**config.mk**
```make
export PLATFORM = sky130hd
export DESIGN_NAME = murmurhash2_byte_stream_top
export DESIGN_NICKNAME = d
export VERILOG_FILES = /design/src/hdl/mh2bs_pkg.sv /design/src/hdl/murmurhash2_byte_stream_top.sv /design/src/hdl/mh2bs_mul_unit.sv
export SDC_FILE = /design/constraint.sdc
export NUM_CORES = 1
export LEC_CHECK = 0
export BUFFER_PORTS_ARGS = -buffer_cell sky130_fd_sc_hd__buf_4
export CAP_MARGIN = 20
export CORE_MARGIN = 5
export CORE_UTILIZATION = 30
export DETAILED_ROUTE_END_ITERATION = 10
export SLEW_MARGIN = 20
export SYNTH_ARGS = -nofsm -noshare
export SYNTH_HDL_FRONTEND = slang
export SYNTH_SLANG_ARGS = --single-unit
```
**constraint.sdc**
```tcl
create_clock -name clk_i -period 16.5 [get_ports clk_i]
set_clock_uncertainty 0.2 [all_clocks]
set_input_delay 0.825 -clock clk_i [delete_from_list [all_inputs] [get_ports clk_i]]
set_output_delay 0.825 -clock clk_i [all_outputs]
set_load 0.01 [all_outputs]
```
**src/hdl/mh2bs_pkg.sv**
```systemverilog
// Shared constants and types for the MurmurHash2 byte-stream hasher.
package mh2bs_pkg;

  localparam int unsigned HashW = 32;
  localparam int unsigned TailW = 24;
  localparam int unsigned CntW  = 2;

  localparam logic [HashW-1:0] MIX_MUL     = 32'h5bd1_e995;
  localparam int unsigned      MIX_SHIFT   = 24;
  localparam int unsigned      FIN_SHIFT_A = 13;
  localparam int unsigned      FIN_SHIFT_B = 15;

  // Operand selection for the shared multiplier.
  typedef enum logic [1:0] {
    OP_WORD = 2'd0,  // k * M
    OP_ACC  = 2'd1,  // h * M
    OP_TAIL = 2'd2,  // (h ^ tail) * M
    OP_FIN  = 2'd3   // (h ^ (h >> 13)) * M
  } op_sel_e;

endpackage

```
**src/hdl/murmurhash2_byte_stream_top.sv**
```systemverilog
// Top level of the MurmurHash2 byte-stream hasher: sequencer and state registers.
// A byte that does not complete a word is only stored in the tail register; one that completes
// a word stalls the input while the single shared multiplier runs k*M, k*M and h*M in turn.
// A last item adds tail multiply, finalization multiply and output load, delayed while
// an earlier hash still waits; the hash is then held at the output while new bytes arrive.
// Reset is asynchronous and active low; it clears the hash accumulator state and the output valid flag.
module murmurhash2_byte_stream_top (
  input  logic                          clk_i,
  input  logic                          rst_ni,
  input  logic                          in_valid_i,
  output logic                          in_stall_o,
  input  logic [7:0]                    data_byte_i,
  input  logic [mh2bs_pkg::HashW-1:0]   message_length_i,
  input  logic                          first_i,
  input  logic                          last_i,
  input  logic                          empty_req_i,
  output logic                          out_valid_o,
  input  logic                          out_stall_i,
  output logic [mh2bs_pkg::HashW-1:0]   hash_value_o
);
  import mh2bs_pkg::*;

  typedef enum logic [2:0] {
    ST_IDLE,
    ST_K1,
    ST_K2,
    ST_MH,
    ST_TAIL,
    ST_FIN1,
    ST_EMIT
  } state_e;

  state_e           state_q, state_d;
  logic [HashW-1:0] acc_q, acc_d;
  logic [HashW-1:0] word_q, word_d;
  logic [TailW-1:0] tail_q, tail_d;
  logic [CntW-1:0]  cnt_q, cnt_d;
  logic             last_q, last_d;
  logic             out_valid_q, out_valid_d;
  logic [HashW-1:0] hash_q, hash_d;

  op_sel_e          op_sel;
  logic [HashW-1:0] prod;
  logic             in_fire;
  logic [HashW-1:0] acc_base;
  logic [TailW-1:0] tail_base;
  logic [CntW-1:0]  cnt_base;
  logic             out_free;

  mh2bs_mul_unit u_mul (
    .op_sel_i (op_sel),
    .acc_i    (acc_q),
    .word_i   (word_q),
    .tail_i   (tail_q),
    .prod_o   (prod)
  );

  assign in_stall_o   = (state_q != ST_IDLE);
  assign in_fire      = in_valid_i && !in_stall_o;
  assign out_free     = !out_valid_q || !out_stall_i;
  assign out_valid_o  = out_valid_q;
  assign hash_value_o = hash_q;

  // A first item restarts the message from the sampled length.
  assign acc_base  = first_i ? message_length_i : acc_q;
  assign tail_base = first_i ? '0 : tail_q;
  assign cnt_base  = first_i ? '0 : cnt_q;

  always_comb begin
    unique case (state_q)
      ST_K1, ST_K2: op_sel = OP_WORD;
      ST_MH:        op_sel = OP_ACC;
      ST_TAIL:      op_sel = OP_TAIL;
      ST_FIN1:      op_sel = OP_FIN;
      default:      op_sel = OP_ACC;
    endcase
  end

  always_comb begin
    state_d     = state_q;
    acc_d       = acc_q;
    word_d      = word_q;
    tail_d      = tail_q;
    cnt_d       = cnt_q;
    last_d      = last_q;
    hash_d      = hash_q;
    out_valid_d = out_valid_q && out_stall_i;

    unique case (state_q)
      ST_IDLE: begin
        if (in_fire) begin
          acc_d  = acc_base;
          tail_d = tail_base;
          cnt_d  = cnt_base;
          last_d = last_i;
          if (!empty_req_i && cnt_base == CntW'(3)) begin
            word_d  = {data_byte_i, tail_base};
            tail_d  = '0;
            cnt_d   = '0;
            state_d = ST_K1;
          end else begin
            if (!empty_req_i) begin
              unique case (cnt_base)
                2'd0:    tail_d = {tail_base[23:8], data_byte_i};
                2'd1:    tail_d = {tail_base[23:16], data_byte_i, tail_base[7:0]};
                default: tail_d = {data_byte_i, tail_base[15:0]};
              endcase
              cnt_d = cnt_base + CntW'(1);
            end
            if (last_i) begin
              state_d = ST_TAIL;
            end
          end
        end
      end
      ST_K1: begin
        word_d  = prod ^ (prod >> MIX_SHIFT);
        state_d = ST_K2;
      end
      ST_K2: begin
        word_d  = prod;
        state_d = ST_MH;
      end
      ST_MH: begin
        acc_d   = prod ^ word_q;
        state_d = last_q ? ST_TAIL : ST_IDLE;
      end
      ST_TAIL: begin
        // Pending tail bytes are folded in only when there are any.
        if (cnt_q != '0) begin
          acc_d = prod;
        end
        state_d = ST_FIN1;
      end
      ST_FIN1: begin
        acc_d   = prod;
        state_d = ST_EMIT;
      end
      ST_EMIT: begin
        if (out_free) begin
          hash_d      = acc_q ^ (acc_q >> FIN_SHIFT_B);
          out_valid_d = 1'b1;
          acc_d       = '0;
          tail_d      = '0;
          cnt_d       = '0;
          state_d     = ST_IDLE;
        end
      end
      default: state_d = ST_IDLE;
    endcase
  end

  always_ff @(posedge clk_i or negedge rst_ni) begin
    if (!rst_ni) begin
      state_q     <= ST_IDLE;
      acc_q       <= '0;
      tail_q      <= '0;
      cnt_q       <= '0;
      last_q      <= 1'b0;
      out_valid_q <= 1'b0;
    end else begin
      state_q     <= state_d;
      acc_q       <= acc_d;
      tail_q      <= tail_d;
      cnt_q       <= cnt_d;
      last_q      <= last_d;
      out_valid_q <= out_valid_d;
    end
  end

  always_ff @(posedge clk_i) begin
    word_q <= word_d;
    hash_q <= hash_d;
  end

endmodule

```
**src/hdl/mh2bs_mul_unit.sv**
```systemverilog
// Shared multiply-by-constant unit with operand selection.
module mh2bs_mul_unit (
  input  mh2bs_pkg::op_sel_e                op_sel_i,
  input  logic [mh2bs_pkg::HashW-1:0]       acc_i,
  input  logic [mh2bs_pkg::HashW-1:0]       word_i,
  input  logic [mh2bs_pkg::TailW-1:0]       tail_i,
  output logic [mh2bs_pkg::HashW-1:0]       prod_o
);
  import mh2bs_pkg::*;

  logic [HashW-1:0] operand;
  logic [2*HashW-1:0] full_prod;

  always_comb begin
    unique case (op_sel_i)
      OP_WORD: operand = word_i;
      OP_ACC:  operand = acc_i;
      OP_TAIL: operand = acc_i ^ {{(HashW-TailW){1'b0}}, tail_i};
      OP_FIN:  operand = acc_i ^ (acc_i >> FIN_SHIFT_A);
      default: operand = acc_i;
    endcase
  end

  // Only the low word of the product is kept, as in 32-bit modular arithmetic.
  assign full_prod = operand * MIX_MUL;
  assign prod_o    = full_prod[HashW-1:0];

endmodule
```
---- Yosys cells after proc, flatten, opt, wreduce, memory -nomap -nowiden ----
Cells that the tools add are included.
cells by class
  reduce and logical (&&, ||, !) cells .... 23
  bitwise gates (word level) .............. 5
  equality and inequality tests ........... 17
  multiplexer cells ....................... 31
  multiply operators ...................... 1
  add/sub/neg operators ................... 1
operators with widths
  kind                    number
  $mux 32                 6
  $pmux 32 s5             1
  $pmux 32 s4             1
  $mux 24                 5
  $pmux 24 s2             2
  $pmux 32 s3             1
  $mul 32x31->32 const B  1
  $xor 32x17->32          1
  $xor 32x19->32          1
  $xor 32x24->32          1
  $xor 32x32->32          1
  $xor 32x8->32           1
  $pmux 3 s7              1
  $mux 3                  5
  $mux 2                  5
  $ne 2x2->1 const B      5
  $eq 3x3->1 const B      3
  $reduce_and 3->1        3
  $eq 2x2->1 const B      3
  $eq 3x2->1 const B      2
  $pmux 2 s3              1
  $reduce_bool 3->1       2
  $reduce_and 5->1        1
  $reduce_bool 5->1       1
  14 further kinds        24
word-level totals
  flip-flop bits (word level) ............. 127
  output and inout bits ................... 34
  logic and storage cells ................. 86

---- Depth between registers and ports, before layout ----
Gate-level depths: netlist of the first run.
  word-level depth ........................ 8
  gate-level depth with buffers ........... 35

---- Modules after synthesis ----
A second synthesis of the first run with hierarchy kept.
second synthesis, totals
  cells, all modules ...................... 1661
  area, all modules ....................... 16438.3 µm²
modules (own cells, without submodules)
  module                       area an instance (µm²)  seq. area each (µm²)  times used  cells each
  mh2bs_mul_unit               10078.4                 0.0                   1           1119
  murmurhash2_byte_stream_top  6359.8                  3498.4                1           542

---- Worst setup path after synthesis of the first run ----
Ideal clock, no wire load.
  path kind ............................... reg-to-reg
  from .................................... register state_q[2]
  to ...................................... register word_q[4], data pin
  period minus slack after synthesis ...... 9.231 ns
  slack ................................... 7.269 ns
  arrival time ............................ 8.777 ns
  stages on the path, launching flop included .. 34
  cell sequence ........................... dfrtp_1 > buf_2 > buf_2 > buf_1 > buf_1 > nand2_1 > xor2_1 > o32a_1 > o21ai_0 > ha_1 > ha_1 > fa_1 > inv_1 > fa_1 > inv_1 > fa_1 > inv_1 > fa_1 > inv_1 > fa_1 > inv_1 > fa_1 > inv_1 > ha_1 > clkbuf_1 > a21o_1 > and3_1 > o21ai_0 > a21oi_1 > a2111oi_0 > o21bai_1 > xnor2_1 > a31o_2 > a21o_1
on the way
  longest elaborated chain between the ends .. 8
RTL lines
  element                                   RTL line                                                              source
  from (decl)                               murmurhash2_byte_stream_top.sv:33                                     state_e state_q, state_d;
  from (signal assigned)                    murmurhash2_byte_stream_top.sv:162                                    state_q <= state_d;
  $eq 3x2->1 or $eq 3x1->1 (tied branches)  murmurhash2_byte_stream_top.sv:70, murmurhash2_byte_stream_top.sv:89
  $reduce_or 2->1                           murmurhash2_byte_stream_top.sv:70                                     unique case (state_q)
  $pmux 2 s3                                murmurhash2_byte_stream_top.sv:70
  $eq 2x2->1 (tied with other cells)        mh2bs_mul_unit.sv:15                                                  unique case (op_sel_i)
  $pmux 32 s4                               mh2bs_mul_unit.sv:15
  $mul 32x31->32                            mh2bs_mul_unit.sv:25                                                  assign full_prod = operand * MIX_MUL;
  $xor 32x8->32                             murmurhash2_byte_stream_top.sv:117                                    word_d = prod ^ (prod >> MIX_SHIFT);
  $pmux 32 s3 (*)                           murmurhash2_byte_stream_top.sv:89                                     unique case (state_q)
  net word_d[4]                             murmurhash2_byte_stream_top.sv:35                                     logic [HashW-1:0] word_q, word_d;
  to (signal assigned)                      murmurhash2_byte_stream_top.sv:172                                    word_q <= word_d;
  to (decl)                                 murmurhash2_byte_stream_top.sv:35
Mark *: on every way through the listed nets, which the timed path passes. The rest lies on a longest branch.
A chain may end at the register's enable or synchronous reset.

---- Worst setup path after layout of the first run ----
Ends and elaborated chain as after synthesis.

==> results of run 1 <==
[path summary, 6_finish.rpt]
path	from	endpoint	cells after the start
min in group clk_i	last_q	last_q	1
hold / removal	rst_ni	tail_q[10]	1
setup reg to reg	state_q[2]	word_q[4]	30
hold reg to reg	last_q	last_q	1
setup / recovery	state_q[2]	word_q[4]	30
max in group asynchronous	rst_ni	state_q[2]	1
[placed cells by master, fill, tap and decap left out, drive strengths merged, types with 63 or more instances in the layout]
master	count
nand2	126
xnor2	63
ha	218
fa	179
a21oi	73
dfrtp	63
edfxtp	64
nor2	74
o21ai	102
inv	374
buf	108
[area by class of cell]
class / count / area, um2 / area share, %
repair buffers: 108 / 810.8 / 4.303
clock buffers: 18 / 429.2 / 2.278
clock inverters: 14 / 206.4 / 1.096
well taps: 748 / 935.9 / 4.967
flip-flops and latches: 127 / 3502 / 18.59
inverters: 370 / 1389 / 7.370
multi-input cells: 1201 / 11570 / 61.40
[flip-flops by register name, indices dropped and copies added, names as in the netlist]
name	flops
acc_q	32
hash_value_o	32
word_q	32
tail_q	24
state_q	3
cnt_q	2
last_q	1
out_valid_o	1
[metrics by stage]
step / util, % / setup WS [ns]
finish: 34.20 / 6.195
global route: 34.20 / 5.616
CTS: 34.19 / 5.824
detailed placement: 33.03 / 5.860
global placement: 33.03 / 5.912
floorplan: - / 7.269
[worst reg2reg max path: cells and delay by family (launching register included)]
| kind | cells | cell delay, ns |
|---|---|---|
| simple gates | 2 | 0.86 |
| buf+inv | 6 | 1.74 |
| xor+xnor | 1 | 0.22 |
| compound gates | 12 | 2.79 |
| fa+ha+maj | 9 | 3.64 |
| flops | 1 | 0.61 |
[Yosys cell counts (13+ instances only)]
cell      count
a211oi_1     19
a21o_1       19
a21oi_1      73
a22o_1       26
buf_1        16
clkbuf_1     47
dfrtp_1      63
edfxtp_1     64
fa_1        179
ha_1        218
inv_1       369
mux2i_1      25
nand2_1     126
nand3b_1     19
nor2_1       72
nor3_1       22
o21a_1       13
o21ai_0      95
o22ai_1      14
xnor2_1      60
xor2_1       51
[per-layer routing]
layer / wire [um] / vias to the layer above
met5: 0 / -
met1: 24230 / 6644
met3: 4017 / 83
met2: 25500 / 529
li1: - / 5972
met4: 1663 / 0
[logic make-up (layout without fill, tap and decap cells)]
logic type,after synthesis,in the layout,synth area share (%)
buf+inv,438,510,9.937
mux,36,36,2.312
simple gates,303,303,8.511
compound gates,348,348,13.87
flops,127,127,20.98
xor+xnor,117,117,6.530
fa+ha+maj,397,397,37.86
==> flow_summary_export.csv, run 1 <==
group,metric,value,unit
synthesis,synth-main-ff-cell,"edfxtp_1",
global_routing,antenna_found_initial,1,
placement,hpwl,42810,um
die,fp-row-count,86,
timing,report.final.hold_viol_count,0,
synthesis,synth_edf_count,64,
finish,nNetsFinal,2269,
worst_setup_path,slowest_delay,0.97,ns
clocking,cts.path.max_buffers,2,
clocking,clk_pin_slew,0.07,ns
worst_setup_path,cp_slowest_cell,"clkinv_1",
synthesis,synth_area,16670,um2
die,dieWidth,245.7,um
synthesis,yosysTopAreaCellShare,21.50,%
global_routing,gr-max-usage-layer,"met2",
worst_setup_path,cp-start-kind,"register",
synthesis,avgSynthCellArea,9.440,um2
detailed_routing,wire_per_inst,21.43,um
synthesis,ys_async_sr_fraction,49.61,%
global_routing,grt_pass1_wl,84310,um
placement,gp_congestion,0.9222,
timing,slew-limit-headroom,26.41,%
timing,fin_crit_sh,62.45,%
worst_setup_path,critical_path_arrival,10.30,ns
clocking,post_cts_buffers,0,
placement,io_buffers,80,
finish,drive_above_1_share,9.793,%
global_routing,grt_use_met2,29.51,%
clocking,cts_max_level,4,
detailed_routing,drc,0,
timing,worst_pin_slew,1.097,ns
detailed_routing,postRouteAntennaNets,0,
finish,fillCellCount,5670,
clocking,cts_resized,0,
timing,tns,0,ns
synthesis,ys.warnings.count,0,
clocking,clock-sinks,127,
placement,dpl_cell_area,18200,um2
worst_setup_path,path_max_fanout,30,
synthesis,synth-seq-cells,127,
timing,layout_min_cycle_time,10.30,ns
die,start_util,30.26,%
finish,final_area,18840,um2
finish,n_antenna_cell,0,
detailed_routing,viasPerCell,5.115,
placement,dpl.cell_count,2554,
clocking,cts_root_buffer,"clkbuf_16",
worst_setup_path,endpoint_kind,"register",
worst_setup_path,cp_top_family,"adder cells",
timing,max_freq,97.04,MHz
detailed_routing,dr.first_iter.drc_count,1155,
die,ioPinCount,81,
global_routing,overflow,0,
synthesis,yosys-top-cells-area,"fa_1 (21%), ha_1 (16%), edfxtp_1 (12%)",
synthesis,synth_cell_types,75,
status,status,"completed",
synthesis,synthCells,1766,
global_routing,track_usage,18.33,%
worst_setup_path,crit_required,16.50,ns
min_path,hold_path_class,"in2async",
worst_setup_path,worst-r2r-setup-slack,6.20,ns
synthesis,syn-num-nets,2210,
global_routing,grt_util_met3,3.120,%
worst_setup_path,crit_buf_inv,6,
timing,hold_slack,0.3205,ns
detailed_routing,first_pass_iters,6,
die,die_area,60380,um2
die,die_h,245.7,um
timing,rsz0062_at_grt,"no",
clocking,clock_latency,0.44,ns
synthesis,synth_top_cell_by_area,"fa_1",
timing,maxSlewViolCount,0,
die,core,55090,um2
clocking,hold_buffers,0,
global_routing,grt_pass1_vias,13500,
synthesis,ys_seq_area_share,20.98,%
detailed_routing,vias,13230,
finish,fin_cells,2586,
clocking,cts_made_buffers,17,
finish,area_growth,13.03,%
global_routing,grt_max_degree,64,
clocking,cts_tree,"built",
run,maxCapViolCount,0,
worst_setup_path,path_class,"reg2reg",
detailed_routing,drt_wl_total,55410,um
global_routing,use_met1,25.49,%
timing,setup_violations,0,
Power of run 1 is left out: the tool's default activity adds up to more than one toggle a clock period on the data nets, which glitch-free logic cannot reach.
==> run 2, diff against run 1 <==
clock period = 10.6 ns   (was 16.5 ns; I/O delays follow)
==> flow_summary_export.csv, run 2 (synthesis gave the netlist of run 1 again) <==
group,metric,value,unit
global_routing,antenna_found_initial,0,
run,maxCapViolCount,0,
finish,post-route-util,34.14,%
global_routing,grt_max_degree,64,
detailed_routing,first_pass_iters,8,
clocking,cts_resized,0,
die,start_util,30.26,%
detailed_routing,dr.first_iter.drc_count,1388,
detailed_routing,viasPerCell,5.136,
worst_setup_path,cp_slowest_cell,"a221oi_1",
clocking,cts_max_level,4,
detailed_routing,wire_per_inst,20.88,um
worst_setup_path,path_max_fanout,35,
die,fp-row-count,86,
detailed_routing,drc,0,
timing,hold_slack,0.03219,ns
detailed_routing,postRouteAntennaNets,0,
placement,dp_slack,0.9948,ns
worst_setup_path,slowest_delay,0.88,ns
timing,maxSlewViolCount,0,
clocking,post_cts_buffers,0,
global_routing,grt_pass1_wl,82240,um
worst_setup_path,cp-start-kind,"register",
global_routing,grt_pass1_vias,13610,
timing,fin_crit_sh,90.85,%
die,ioPinCount,81,
worst_setup_path,cpMostUsedCell,"fa_1",
worst_setup_path,endpoint_kind,"register",
clocking,cts_made_buffers,17,
die,core,55090,um2
detailed_routing,drt_wl_total,54210,um
global_routing,track_usage,17.74,%
die,die_h,245.7,um
clocking,cts.path.max_buffers,2,
worst_setup_path,crit_required,10.59,ns
finish,n_antenna_cell,0,
global_routing,overflow,0,
clocking,clock-sinks,127,
status,status,"completed",
die,die_area,60380,um2
timing,max_freq,103.8,MHz
clocking,cts_tree,"built",
timing,worst_pin_slew,1.097,ns
timing,setup_violations,0,
finish,mostFrequentLayoutCell,"inv_1",
timing,slew-limit-headroom,26.82,%
finish,final_cell_mix,"inv_1 (369), ha_1 (218), fa_1 (179), nand2_1 (125), buf_4 (117)",
timing,layout_min_cycle_time,9.630,ns
clocking,cts_root_buffer,"clkbuf_16",
clocking,clk_pin_slew,0.06,ns
timing,rsz0062_at_grt,"no",
clocking,clock_latency,0.44,ns
finish,nNetsFinal,2279,
clocking,hold_buffers,0,
placement,io_buffers,80,
timing,setup_ws,0.9698,ns
finish,drive_above_1_share,9.957,%
finish,area_growth,12.82,%
timing,tns,0,ns
placement,gp_congestion,0.9422,
worst_setup_path,path_class,"reg2reg",
die,dieWidth,245.7,um
worst_setup_path,critical_path_arrival,9.62,ns
timing,report.final.hold_viol_count,0,
placement,hpwl,42590,um
min_path,hold_path_class,"in2async",
detailed_routing,vias,13330,
==> run 2: changes by cell type in the layout (fill, tap and decap cells not counted), sizes merged <==
cell	before	now
buf	108	117
inv	374	372
clkinvlp	3	4
bufinv	4	1
clkinv	3	8
==> run 2: layout make-up <==
cell class | count | area, um2
inverter | 370 | 1389
clock buffer | 17 | 425.4
sequential | 127 | 3502
clock inverter | 15 | 121.4
timing repair buffer | 118 | 885.9
fill | 5719 | 36280
multi-input combinational | 1201 | 11550
tap | 748 | 935.9
==> run 2: path summary, 6_finish.rpt <==
path                            start          to  slack (ns)  cells after the start
min                            rst_ni  tail_q[14]        0.03                      1
max reg2reg                state_q[0]   word_q[4]        0.97                     27
min in group clk_i             last_i      last_q        0.15                      2
max in group asynchronous      rst_ni  state_q[2]        9.53                      1
max                        state_q[0]   word_q[4]        0.97                     27
min reg2reg                    last_q      last_q        0.32                      1
==> run 2: critical path: cells and delay by family, from the launching register on <==
family | cells | cell delay [ns]
AOI/OAI and AO/OA | 10 | 2.96
adders and majority gates | 9 | 3.82
buffers and inverters | 5 | 0.77
and+or+nand+nor | 1 | 0.22
xor gates and xnor gates | 2 | 0.73
DFF | 1 | 0.66
==> run 2: stage by stage <==
step	cell area, um2	instances
floorplan	16670	1766
global placement	18250	2563
detailed placement	18250	2563
CTS	18800	2595
global route	18810	2596
finish	18810	2596
==> run 2: routing by layer <==
metal,share of wire [%],GRT usage (%)
met1,43,24.14
met2,46,28.81
met3,8.1,3.380
met4,3.3,5.300
met5,0,0
Power of run 2 is left out for the same reason.
